$ cat src/hdl/png_row_unfilter_core_defines.svh
// ----------------------------------------------------------------------------
// png_row_unfilter_core_defines
// assertion macros for the png row unfilter core, empty in synthesis
// ----------------------------------------------------------------------------
`ifndef PNG_ROW_UNFILTER_CORE_DEFINES_SVH
`define PNG_ROW_UNFILTER_CORE_DEFINES_SVH

`ifndef SYNTHESIS
`define PRU_ASSERT_IMP(label, prop, msg) \
    label: assert property (@(posedge i_clk) disable iff (!i_rst_n) (prop)) else $error(msg);
`define PRU_ASSERT_NXT(label, ante, cons, msg) \
    label: assert property (@(posedge i_clk) disable iff (!i_rst_n) (ante) |=> (cons)) \
        else $error(msg);
`else
`define PRU_ASSERT_IMP(label, prop, msg)
`define PRU_ASSERT_NXT(label, ante, cons, msg)
`endif

`endif

$ cat src/hdl/pru_pkg.sv
// ----------------------------------------------------------------------------
// pru_pkg
// shared constants, codes and types of the png row unfilter core
// ----------------------------------------------------------------------------
package pru_pkg;

    localparam int MAX_WIDTH   = 1024;
    localparam int STORE_DEPTH = MAX_WIDTH * 4;
    localparam int ADDR_W      = $clog2(STORE_DEPTH);
    localparam int POS_W       = $clog2(STORE_DEPTH + 1);

    localparam int CFG_WIDTH_W  = 11;
    localparam int CFG_HEIGHT_W = 16;
    localparam int CFG_DATA_W   = 16;
    localparam int CFG_IDX_W    = 2;

    localparam int WEFF_W = (POS_W > CFG_WIDTH_W) ? POS_W : CFG_WIDTH_W;
    localparam int ROW_W  = WEFF_W + 2;

    localparam logic [CFG_IDX_W-1:0] CFG_IMAGE_WIDTH  = 2'd0;
    localparam logic [CFG_IDX_W-1:0] CFG_IMAGE_HEIGHT = 2'd1;
    localparam logic [CFG_IDX_W-1:0] CFG_HAS_ALPHA    = 2'd2;

    localparam logic [2:0] FILT_NONE  = 3'd0;
    localparam logic [2:0] FILT_SUB   = 3'd1;
    localparam logic [2:0] FILT_UP    = 3'd2;
    localparam logic [2:0] FILT_AVG   = 3'd3;
    localparam logic [2:0] FILT_PAETH = 3'd4;

    localparam int QUEUE_DEPTH = 4;
    localparam int QPTR_W      = $clog2(QUEUE_DEPTH);
    localparam int QCNT_W      = $clog2(QUEUE_DEPTH + 1);

    localparam int OUT_DEPTH = 2;
    localparam int OPTR_W    = $clog2(OUT_DEPTH);
    localparam int OCNT_W    = $clog2(OUT_DEPTH + 1);

    typedef enum logic [1:0] {
        KIND_FILTER,
        KIND_DATA,
        KIND_BAD
    } t_kind;

    typedef struct packed {
        t_kind             kind;
        logic [ADDR_W-1:0] x;
        logic [7:0]        raw;
        logic [2:0]        filt;
        logic              first_row;
        logic              ch4;
        logic [1:0]        chan;
        logic              emit;
        logic              row_end;
        logic              img_end;
    } t_entry;

    typedef struct packed {
        logic [7:0] red;
        logic [7:0] green;
        logic [7:0] blue;
        logic       last_of_row;
        logic       last_of_image;
        logic       bad_filter;
    } t_pixel;

endpackage

$ cat src/hdl/pru_queue.sv
// ----------------------------------------------------------------------------
// pru_queue
// short entry queue between the classifier and the reconstruction back end
// ----------------------------------------------------------------------------
module pru_queue (
    input  logic            i_clk,
    input  logic            i_rst_n,
    input  logic            i_push,
    input  pru_pkg::t_entry i_entry,
    output logic            o_full,
    input  logic            i_pop,
    output logic            o_valid,
    output pru_pkg::t_entry o_entry
);
    import pru_pkg::*;

    t_entry             r_slot [QUEUE_DEPTH];
    logic [QPTR_W-1:0]  r_wr_ptr;
    logic [QPTR_W-1:0]  r_rd_ptr;
    logic [QCNT_W-1:0]  r_count, n_count;

    always_comb begin
        o_full  = (r_count == QCNT_W'(QUEUE_DEPTH));
        o_valid = (r_count != '0);
        o_entry = r_slot[r_rd_ptr];
        n_count = r_count;
        if (i_push && !i_pop) begin
            n_count = r_count + QCNT_W'(1);
        end else if (!i_push && i_pop) begin
            n_count = r_count - QCNT_W'(1);
        end
    end

    always_ff @(posedge i_clk) begin
        if (i_push) begin
            r_slot[r_wr_ptr] <= i_entry;
        end
    end

    always_ff @(posedge i_clk) begin
        if (!i_rst_n) begin
            r_wr_ptr <= '0;
            r_rd_ptr <= '0;
            r_count  <= '0;
        end else begin
            if (i_push) begin
                r_wr_ptr <= r_wr_ptr + QPTR_W'(1);
            end
            if (i_pop) begin
                r_rd_ptr <= r_rd_ptr + QPTR_W'(1);
            end
            r_count <= n_count;
        end
    end

endmodule

$ cat config.mk
export PLATFORM = sky130hd
export DESIGN_NAME = pru_queue
export DESIGN_NICKNAME = d
export VERILOG_FILES = /design/src/hdl/png_row_unfilter_core_defines.svh /design/src/hdl/pru_pkg.sv /design/src/hdl/pru_queue.sv
export SDC_FILE = /design/constraint.sdc
export NUM_CORES = 1
export LEC_CHECK = 0
export BUFFER_PORTS_ARGS = -buffer_cell sky130_fd_sc_hd__buf_2
export CORE_MARGIN = 2
export CORE_UTILIZATION = 40
export CTS_CLUSTER_SIZE = 14
export DETAILED_ROUTE_END_ITERATION = 6
export SLEW_MARGIN = 20
export SYNTH_ARGS = -nofsm -noshare
export SYNTH_HDL_FRONTEND = slang
export SYNTH_SLANG_ARGS = --single-unit
export TNS_END_PERCENT = 30
$ cat constraint.sdc
create_clock -name i_clk -period 2.4 [get_ports i_clk]
set_input_delay 0.72 -clock i_clk [delete_from_list [all_inputs] [get_ports i_clk]]
set_output_delay 0.72 -clock i_clk [all_outputs]
set_load 0.01 [all_outputs]
==> metrics.csv <==
stage;metric;value;unit
worst_setup_path;Crit path arrival time;1.69;ns
floorplan;CORE AREA;12520;sq um
power;Sw Pwr;1.223;mW
worst_setup_path;CP Capture Type;output pin;
worst_setup_path;critical path class;reg -> out;
run_status;failing checks;negative setup slack;
global_route;total gr overflow;0;
logic_synthesis;YS warnings;0;
clock_network;CTS H-tree lvls;4;
logic_synthesis;syn_area_per_cell;24.31;sq um
power;P_int;4.911;mW
place;I/O Buffers;69;
timing;Final setup viols;5;
power;combinational fraction of design power;0.106;
place;Post-Place Worst Slack;0.1402;ns
logic_synthesis;synthesis-stage register bit count;137;
final_layout;filler instances;1023;
detailed_routing;WL final;8727;um
timing;final critical-path setup slack;-0.009930;ns
detailed_routing;M1 WL;3836;um
final_layout;fraction of layout cells with a size suffix above 1;0.4548;
global_route;first-pass GRT wire length;13030;um
floorplan;die width;117.0;um
final_layout;most frequent cells in the layout;edfxtp_1 (128), buf_2 (45), mux4_2 (31), buf_6 (24), clkbuf_16 (18);
power;sw frac;0.1993;
detailed_routing;DRT Pass-1 Iters;4;
worst_setup_path;CP Launch Type;register;
logic_synthesis;Synth Instances;210;
global_route;GRT Overall Usage;0.1378;
power;clock power share;0.441;
power;part of the power in registers;0.453;
timing;RSZ-0062 raised after global routing;yes;
timing;fin crit share;1.004;
floorplan;starting density of the core;0.4078;
global_route;largest net degree at the start of global routing;21;
final_layout;footprint of the multi-input gates;980.9;sq um
job;maxcap violations;0;
final_layout;Antenna Cells;0;
power;PwrDens;937.2;nW/um^2
logic_synthesis;largest family of logic cells by synthesized area;multiplexers;
clock_network;Max Root-Sink Buffers;2;
logic_synthesis;mux cell area share after synthesis;0.1466;
global_route;initial antenna violation count;1;
worst_setup_path;Critical Path RT;1.68;ns
clock_network;Clk Latency, worst-skew pair;0.41;ns
logic_synthesis;syn_nets;252;
place;gpl congestion;0.6580;
timing;post-route minimum period;2.410;ns
worst_setup_path;CP Max Fanout;6;
clock_network;Sink Count;137;
logic_synthesis;complex-gate fraction of the synthesized area;0.002451;
detailed_routing;vias per cell;4.692;
power;worst IR drop on VDD;0.4673;mV
timing;Slew headroom;0.7859;
detailed_routing;Top Layer Used;met4;
detailed_routing;Wirelength per Cell;17.70;um
timing;final hold violation count;0;
power;Pleak;2.294;nW
timing;worst slew pin tran;0.3211;ns
final_layout;Total Nets Final;350;
final_layout;P&R area growth vs syn;28.21;%
final_layout;total area of sequential cells;4029;sq um
clock_network;TritonCTS clock tree;yes;
final_layout;Final Cell Area;6545;sq um
floorplan;# IOs;70;
clock_network;CTS clock-pin slew for the worst setup and hold paths;0.06;ns
timing;fin. max-slew vios;0;
run_status;status;finished with violations;
timing;setup total negative slack;-0.03121;ns
floorplan;die area;13680;sq um
timing;Max Clock Skew;0.006922;ns
global_route;vias in the first global route;2430;
hold_path;Hold WC Path Type;in -> reg;
clock_network;Num CTS Buffers;17;
place;placed wire-length estimate;5334;um
logic_synthesis;post-synthesis xor/xnor area fraction;0.008578;
detailed_routing;Post-DRT Antenna Nets;0;
logic_synthesis;ys async rst share;0;
logic_synthesis;Post-Synth Simple-Gate Area;0.01814;
floorplan;cell row count;41;
detailed_routing;# DRC;0;
logic_synthesis;post-synthesis cell type count;20;
logic_synthesis;main flop type after synthesis;edfxtp_1;
final_layout;final core utilization;0.5229;
final_layout;commonest non-fill, non-tap cell in the layout;edfxtp_1;
detailed_routing;vias;2313;
place;Area after DPL;5689;sq um
detailed_routing;met3 WL;527;um
logic_synthesis;adder-cell share of the synthesized area;0.01618;
timing;Max Clock Freq;415.0;MHz
detailed_routing;routed wire length on met2;4268;um
floorplan;Die Height;117.0;um
logic_synthesis;mapped cell area;5105;sq um
detailed_routing;Iter 0 DRT Violations;109;
logic_synthesis;Post-synth EDFFs;128;
logic_synthesis;post-synthesis sequential area ratio;0.7882;
clock_network;CTS Root Cell;clkbuf_16;
-- layout make-up --
type                    count  area share
repair buffers             86      0.1055
multi-input cells          62      0.1499
well taps                 172     0.03288
flip-flops and latches    137      0.6156
clock buffers              19     0.06614
inverters                   4    0.002294
clock inverters            13     0.02772
-- sequential cells by signal, indices dropped and copies added (netlist names), named ones only --
register  count
r_slot      128
r_count       3
r_wr_ptr      2
r_rd_ptr      2
-- critical path: stages, from the launching register on --
cell	delay (ns)
dfxtp_4	0.37
buf_12	0.13
clkbuf_16	0.14
mux4_2	0.50
buf_6	0.14
-- per-layer routing --
layer	vias to the layer above	global-route usage
met5	-	0
met4	0	0.04706
met3	7	0.07415
met2	62	0.2100
met1	1175	0.1692
li1	1069	-
-- power by group through the flow --
| stage | registers, mW | clock network [mW] | logic, mW |
|---|---|---|---|
| floorplan | 2.82 | 0 | 0.341 |
| global placement | 2.82 | 0 | 0.541 |
| detailed placement | 2.83 | 0 | 0.547 |
| CTS | 2.78 | 2.77 | 0.602 |
| global route | 2.79 | 2.89 | 0.708 |
| finish | 2.78 | 2.70 | 0.650 |
-- what timing repair did --
item | CTS | global route
cloned | 0 | 1
hold buffers | 0 | 0
setup buffers | 4 | 0
gates resized for setup | 13 | 17
setup endpoints to repair | 24 | 31
-- path summary, 6_finish.rpt --
check                                              from                      end  slack [ns]  cells after the start
worst max register to register  r_count[0]$_SDFFE_PN0P_  r_count[2]$_SDFFE_PN0P_        0.88                      4
worst max-delay path                           register              o_entry[19]       -0.01                      4
worst min register to register  r_count[2]$_SDFFE_PN0P_  r_count[2]$_SDFFE_PN0P_        0.54                      2
worst min-delay path                        i_entry[15]  r_slot[2][15]$_DFFE_PP_        0.53                      1
-- stage by stage --
stage | cells | hold slack (ns) | total power, mW
after global routing | 493 | 0.4948 | 6.382
after detailed placement | 456 | 0.5281 | 3.376
after floorplan | 210 | 0.4674 | 3.160
after global placement | 456 | 0.4913 | 3.364
final | 493 | 0.5266 | 6.134
after CTS | 492 | 0.5011 | 6.157
-- cell families after synthesis --
family                     count (synthesis)
DFF                                      137
xor gates and xnor gates                   5
buffers and inverters                     11
and+or+nand+nor                           15
adders and majority gates                  6
muxes                                     34
AOI/OAI and AO/OA                          2
-- cell usage after synthesis, types with 2 or more instances --
cell	instances	share of area
edfxtp_1	128	0.75
mux4_2	30	0.13
and2_1	9	0.011
dfxtp_1	9	0.035
ha_1	5	0.012
inv_1	4	0.0029
buf_12	3	0.012
buf_2	3	0.0029
xor2_1	3	0.0051
mux2i_1	2	0.0039
mux4_1	2	0.010
nor2b_1	2	0.0025
or3_1	2	0.0025
xnor2_1	2	0.0034
(Power assumes the default switching activity.)
