File: src/hdl/png_row_unfilter_core_defines.svh
// ----------------------------------------------------------------------------
// png_row_unfilter_core_defines
// assertion macros for the png row unfilter core, empty in synthesis
// ----------------------------------------------------------------------------
`ifndef PNG_ROW_UNFILTER_CORE_DEFINES_SVH
`define PNG_ROW_UNFILTER_CORE_DEFINES_SVH

`ifndef SYNTHESIS
`define PRU_ASSERT_IMP(label, prop, msg) \
    label: assert property (@(posedge i_clk) disable iff (!i_rst_n) (prop)) else $error(msg);
`define PRU_ASSERT_NXT(label, ante, cons, msg) \
    label: assert property (@(posedge i_clk) disable iff (!i_rst_n) (ante) |=> (cons)) \
        else $error(msg);
`else
`define PRU_ASSERT_IMP(label, prop, msg)
`define PRU_ASSERT_NXT(label, ante, cons, msg)
`endif

`endif

File: src/hdl/pru_pkg.sv
// ----------------------------------------------------------------------------
// pru_pkg
// shared constants, codes and types of the png row unfilter core
// ----------------------------------------------------------------------------
package pru_pkg;

    localparam int MAX_WIDTH   = 1024;
    localparam int STORE_DEPTH = MAX_WIDTH * 4;
    localparam int ADDR_W      = $clog2(STORE_DEPTH);
    localparam int POS_W       = $clog2(STORE_DEPTH + 1);

    localparam int CFG_WIDTH_W  = 11;
    localparam int CFG_HEIGHT_W = 16;
    localparam int CFG_DATA_W   = 16;
    localparam int CFG_IDX_W    = 2;

    localparam int WEFF_W = (POS_W > CFG_WIDTH_W) ? POS_W : CFG_WIDTH_W;
    localparam int ROW_W  = WEFF_W + 2;

    localparam logic [CFG_IDX_W-1:0] CFG_IMAGE_WIDTH  = 2'd0;
    localparam logic [CFG_IDX_W-1:0] CFG_IMAGE_HEIGHT = 2'd1;
    localparam logic [CFG_IDX_W-1:0] CFG_HAS_ALPHA    = 2'd2;

    localparam logic [2:0] FILT_NONE  = 3'd0;
    localparam logic [2:0] FILT_SUB   = 3'd1;
    localparam logic [2:0] FILT_UP    = 3'd2;
    localparam logic [2:0] FILT_AVG   = 3'd3;
    localparam logic [2:0] FILT_PAETH = 3'd4;

    localparam int QUEUE_DEPTH = 4;
    localparam int QPTR_W      = $clog2(QUEUE_DEPTH);
    localparam int QCNT_W      = $clog2(QUEUE_DEPTH + 1);

    localparam int OUT_DEPTH = 2;
    localparam int OPTR_W    = $clog2(OUT_DEPTH);
    localparam int OCNT_W    = $clog2(OUT_DEPTH + 1);

    typedef enum logic [1:0] {
        KIND_FILTER,
        KIND_DATA,
        KIND_BAD
    } t_kind;

    typedef struct packed {
        t_kind             kind;
        logic [ADDR_W-1:0] x;
        logic [7:0]        raw;
        logic [2:0]        filt;
        logic              first_row;
        logic              ch4;
        logic [1:0]        chan;
        logic              emit;
        logic              row_end;
        logic              img_end;
    } t_entry;

    typedef struct packed {
        logic [7:0] red;
        logic [7:0] green;
        logic [7:0] blue;
        logic       last_of_row;
        logic       last_of_image;
        logic       bad_filter;
    } t_pixel;

endpackage

File: src/hdl/pru_front.sv
// ----------------------------------------------------------------------------
// pru_front
// byte classifier: configuration, row and image position, filter type decode
// ----------------------------------------------------------------------------
module pru_front (
    input  logic                            i_clk,
    input  logic                            i_rst_n,
    input  logic                            i_cfg_wr_en,
    input  logic [pru_pkg::CFG_IDX_W-1:0]   i_cfg_index,
    input  logic [pru_pkg::CFG_DATA_W-1:0]  i_cfg_data,
    input  logic                            i_accept,
    input  logic [7:0]                      i_raw_byte,
    output logic                            o_entry_valid,
    output pru_pkg::t_entry                 o_entry
);
    import pru_pkg::*;

    logic [CFG_WIDTH_W-1:0]  r_cfg_width;
    logic [CFG_HEIGHT_W-1:0] r_cfg_height;
    logic                    r_cfg_alpha;

    logic [POS_W-1:0]        r_pos, n_pos;
    logic [1:0]              r_mod3, n_mod3;
    logic [CFG_HEIGHT_W-1:0] r_row, n_row;
    logic                    r_first, n_first;
    logic                    r_skip, n_skip;
    logic [2:0]              r_filt, n_filt;

    logic [WEFF_W-1:0]       w_ext;
    logic [WEFF_W-1:0]       w_eff;
    logic [ROW_W-1:0]        row_len;
    logic [CFG_HEIGHT_W-1:0] h_eff;
    logic [ADDR_W-1:0]       x;
    logic [1:0]              chan;
    logic [1:0]              last_chan;
    logic                    is_filter;
    logic                    bad_code;
    logic                    row_end;
    logic                    img_end;

    always_ff @(posedge i_clk) begin
        if (!i_rst_n) begin
            r_cfg_width  <= CFG_WIDTH_W'(1);
            r_cfg_height <= CFG_HEIGHT_W'(1);
            r_cfg_alpha  <= 1'b0;
        end else if (i_cfg_wr_en) begin
            case (i_cfg_index)
                CFG_IMAGE_WIDTH:  r_cfg_width  <= i_cfg_data[CFG_WIDTH_W-1:0];
                CFG_IMAGE_HEIGHT: r_cfg_height <= i_cfg_data[CFG_HEIGHT_W-1:0];
                CFG_HAS_ALPHA:    r_cfg_alpha  <= i_cfg_data[0];
                default:          r_cfg_alpha  <= r_cfg_alpha;
            endcase
        end
    end

    always_comb begin
        w_ext = WEFF_W'(r_cfg_width);
        if (w_ext == '0) begin
            w_eff = WEFF_W'(1);
        end else if (w_ext > WEFF_W'(MAX_WIDTH)) begin
            w_eff = WEFF_W'(MAX_WIDTH);
        end else begin
            w_eff = w_ext;
        end
        if (r_cfg_alpha) begin
            row_len = ROW_W'(w_eff) << 2;
        end else begin
            row_len = (ROW_W'(w_eff) << 1) + ROW_W'(w_eff);
        end
        h_eff     = (r_cfg_height == '0) ? CFG_HEIGHT_W'(1) : r_cfg_height;
        x         = ADDR_W'(r_pos - POS_W'(1));
        chan      = r_cfg_alpha ? x[1:0] : r_mod3;
        last_chan = r_cfg_alpha ? 2'd3 : 2'd2;
        is_filter = (r_pos == '0);
        bad_code  = (i_raw_byte > 8'(FILT_PAETH));
        row_end   = (ROW_W'(r_pos) >= row_len);
        img_end   = (({1'b0, r_row} + 17'd1) >= {1'b0, h_eff});
    end

    // entry for the back end
    always_comb begin
        o_entry_valid     = !r_skip;
        o_entry.kind      = is_filter ? (bad_code ? KIND_BAD : KIND_FILTER) : KIND_DATA;
        o_entry.x         = x;
        o_entry.raw       = i_raw_byte;
        o_entry.filt      = r_filt;
        o_entry.first_row = r_first;
        o_entry.ch4       = r_cfg_alpha;
        o_entry.chan      = chan;
        o_entry.emit      = (chan == last_chan);
        o_entry.row_end   = row_end;
        o_entry.img_end   = img_end;
    end

    always_comb begin
        n_pos   = r_pos;
        n_mod3  = r_mod3;
        n_row   = r_row;
        n_first = r_first;
        n_skip  = r_skip;
        n_filt  = r_filt;
        if (i_accept) begin
            if (is_filter) begin
                n_pos  = POS_W'(1);
                n_mod3 = 2'd0;
                if (!r_skip) begin
                    if (bad_code) begin
                        n_skip = 1'b1;
                    end else begin
                        n_filt = i_raw_byte[2:0];
                    end
                end
            end else begin
                n_pos  = r_pos + POS_W'(1);
                n_mod3 = (r_mod3 == 2'd2) ? 2'd0 : r_mod3 + 2'd1;
                if (row_end) begin
                    n_pos = '0;
                    if (img_end) begin
                        n_row   = '0;
                        n_first = 1'b1;
                        n_skip  = 1'b0;
                    end else begin
                        n_row   = r_row + CFG_HEIGHT_W'(1);
                        n_first = 1'b0;
                    end
                end
            end
        end
    end

    always_ff @(posedge i_clk) begin
        if (!i_rst_n) begin
            r_pos   <= '0;
            r_mod3  <= 2'd0;
            r_row   <= '0;
            r_first <= 1'b1;
            r_skip  <= 1'b0;
            r_filt  <= FILT_NONE;
        end else begin
            r_pos   <= n_pos;
            r_mod3  <= n_mod3;
            r_row   <= n_row;
            r_first <= n_first;
            r_skip  <= n_skip;
            r_filt  <= n_filt;
        end
    end

endmodule

File: config.mk
export PLATFORM = sky130hd
export DESIGN_NAME = pru_front
export DESIGN_NICKNAME = d
export VERILOG_FILES = /design/src/hdl/png_row_unfilter_core_defines.svh /design/src/hdl/pru_pkg.sv /design/src/hdl/pru_front.sv
export SDC_FILE = /design/constraint.sdc
export NUM_CORES = 1
export LEC_CHECK = 0
export BUFFER_PORTS_ARGS = -buffer_cell sky130_fd_sc_hd__buf_4
export CORE_ASPECT_RATIO = 0.9
export CORE_MARGIN = 1.5
export CORE_UTILIZATION = 53
export DETAILED_ROUTE_END_ITERATION = 6
export PLACE_DENSITY = 0.86
export SYNTH_ARGS = -nofsm -noshare
export SYNTH_HDL_FRONTEND = slang
export SYNTH_SLANG_ARGS = --single-unit
File: constraint.sdc
create_clock -name i_clk -period 4.4 [get_ports i_clk]
set_input_delay 0 -clock i_clk [delete_from_list [all_inputs] [get_ports i_clk]]
set_output_delay 0 -clock i_clk [all_outputs]
set_load 0.02 [all_outputs]
==> reports/results.ini <==
[outcome]
status = finished, final reports clean

[floorplanning]
start_util_pct = 55.1
rows = 32
chipWidth_um = 103
ioPinCount = 63
core_area_um2 = 8690
die_height_um = 93.2
die_area_um2 = 9610

[global_route]
grt_overflow = 0
grt.total_usage_pct = 27.1
grt_pass1_vias = 4395
grt_max_degree = 57
grt_pass1_wl_um = 20400
antenna_found_initial = 0

[sta]
final_max_slew_viol_count = 0
finalCriticalPeriod_ps = 4320
max_freq_mhz = 231
hold_viol_final = 0
tightest_slew_ps = 1230
relSlewSlack_pct = 17.8
fin_crit_sh_pct = 98.2
skew_ps = 7.38
setup_viol = 0

[cts]
tritoncts = built
htree_levels = 3
cts.reportedPaths.clkPinSlew_ps = 80
cts_buffers = 9
cts_buffer_depth = 2
clock_latency_ps = 350
cts-root-buf = clkbuf_8
cts_sinks = 64

[setup_path]
cp_max_fo = 8
crit_type = flip-flop to flip-flop
cp-start-kind = flip-flop
worstSetupEndpointType = flip-flop
worst_ep_required_time_ps = 4680
cp.arrival_ps = 4600

[layout]
stdcell_area_um2 = 5760
final_common_cell = buf_4
num-fill-cells = 709
syn_to_final_growth_pct = 20.3
diodes = 0
fin_util_pct = 66.3
layout.nets = 753
drive_gt1_share_pct = 17.8
final_cell_mix = buf_4 (87), nand2_1 (76), dfxtp_1 (64)

[yosys]
synth_area_um2 = 4790
synth_cell_types = 63
synth_ff_type = dfxtp_1
syn_inst = 616
avgSynthCellArea_um2 = 7.77
ys_ff_latch = 64
synth_warnings = 0
synth_fp_nets = 684
synth-edff-count = 0
yosysSeqAreaShare_pct = 26.8
async_flop_share_pct = 0

[detailed_routing]
drtIter0Drc = 358
antenna_left = 0
drc = 0
vias = 4717
drtPass1Iterations = 5
routedWlPerCell_um = 15.6
via_per_inst = 5.83
finalWirelength_um = 12600

[place]
placed_cell_area_um2 = 5280
dp_hpwl_um = 9040
portBuffers = 62
gp_congestion = 0.936

[hold_path]
hold_path_class = input pin to flip-flop

[power_and_ir_drop]
leakage_nw = 2.36
ir_worst_vdd_uv = 163
p_per_area_nw_per_um2 = 248
power_mw = 1.43

[job]
cap_violations = 0

critical path, stage by stage, from the launching register on:
cell and delay [ps]:
dfxtp_1 320, nor3_2 190, nand4_1 200, a21oi_2 240
ha_2 260, ha_4 160, o21ai_1 80, a221oi_2 340
and2_4 210, o211ai_1 100, nor3_1 240, and3b_1 210
ha_1 280, and3_4 180, o2111ai_1 100, o211a_1 270
or2_4 280, or4_1 430, a21boi_1 170
per-layer routing:
metal,wire [µm],part of all wire [%],track usage [%],vias to the layer above
met5,0,0,0,-
met4,265,2.1,9.68,0
met3,918,7.3,4.93,25
met2,5890,47,44.6,184
met1,5540,44,35.3,2233
li1,-,-,-,2275
power breakdown:
group / switching [mW] / internal (mW)
clock: 0.244 / 0.261
sequential: 0.0125 / 0.591
combinational: 0.174 / 0.144
path summary, 6_finish.rpt:
path | startpoint | end | slack, ps | cells past startpoint
setup reg to reg | r_cfg_width[2] | r_row[7] | 80 | 18
setup / recovery | r_cfg_width[2] | r_row[7] | 80 | 18
hold / removal | i_accept | r_pos[0] | 50 | 2
hold reg to reg | r_row[12] | r_row[12] | 480 | 2
cells in the mapped netlist (2+ instances only):
cell | number | area share, %
nand2_1 | 76 | 6.0
dfxtp_1 | 64 | 27
nor2_1 | 46 | 3.6
ha_1 | 38 | 9.9
inv_1 | 33 | 2.6
nor2b_1 | 27 | 3.5
clkbuf_1 | 25 | 2.0
a21oi_1 | 23 | 2.4
o21ai_0 | 23 | 2.4
xnor2_1 | 20 | 3.7
xor2_1 | 20 | 3.7
nand3_1 | 19 | 2.0
a21boi_0 | 15 | 2.4
mux2i_1 | 14 | 2.9
nor3_1 | 14 | 1.5
nor4_1 | 14 | 1.8
buf_4 | 13 | 2.0
o21a_1 | 12 | 1.9
a21boi_1 | 8 | 1.3
and3_1 | 8 | 1.0
nand3b_1 | 8 | 1.3
nand4_1 | 7 | 0.91
o2bb2ai_1 | 7 | 1.3
or3_1 | 7 | 0.91
a21o_1 | 6 | 0.94
nand2b_1 | 6 | 0.78
o211ai_1 | 6 | 0.94
and2_1 | 4 | 0.52
buf_6 | 4 | 0.94
a22oi_1 | 3 | 0.47
and4_1 | 3 | 0.55
buf_1 | 3 | 0.24
o22ai_1 | 3 | 0.39
or4_1 | 3 | 0.47
a211o_1 | 2 | 0.37
a221oi_1 | 2 | 0.37
buf_2 | 2 | 0.21
o21ai_1 | 2 | 0.21
o32ai_1 | 2 | 0.37
sequential cells by signal (all words and copies together) (netlist names):
name,count
r_cfg_height,16
r_row,16
r_pos,13
r_cfg_width,11
r_filt,3
r_mod3,2
r_cfg_alpha,1
r_first,1
r_skip,1
cells by family after synthesis:
kind of cell / Yosys count / synth area share (%)
DFF: 64 / 26.8
muxes: 15 / 3.16
buffers and inverters: 81 / 8.29
xor gates and xnor gates: 40 / 7.32
AOI/OAI and AO/OA: 128 / 18.3
and+or+nand+nor: 250 / 26.2
adders and majority gates: 38 / 9.93
metrics by stage:
step                std cells  setup WS [ps]  TNS, ps  hold slack, ps
global placement          769            166        0             208
detailed placement        769          -15.6    -23.3             209
global route              809           -207    -2420            47.4
floorplan                 616           16.8        0             113
CTS                       804           60.7        0            40.4
finish                    809           77.7        0            46.5
area by class of cell:
type	instances	area, µm²	share of cell area (%)
repair buffers	106	843	14.6
inverters	33	124	2.15
well taps	119	149	2.59
flip-flops and latches	64	1280	22.3
multi-input cells	471	3160	54.9
clock buffers	9	124	2.15
clock inverters	7	72.6	1.26
repair_timing:
| item | 4_1_cts | 5_1_grt |
|---|---|---|
| buffers inserted | 0 | 5 |
| gates resized for setup | 2 | 11 |
| hold endpoints to repair | 31 | 0 |
| hold buffers | 19 | 0 |
| cloned | 0 | 0 |
| endpoints found under the setup margin | 6 | 30 |
| pin swaps | 0 | 10 |
No activity file was read; power rests on OpenSTA's default activity.
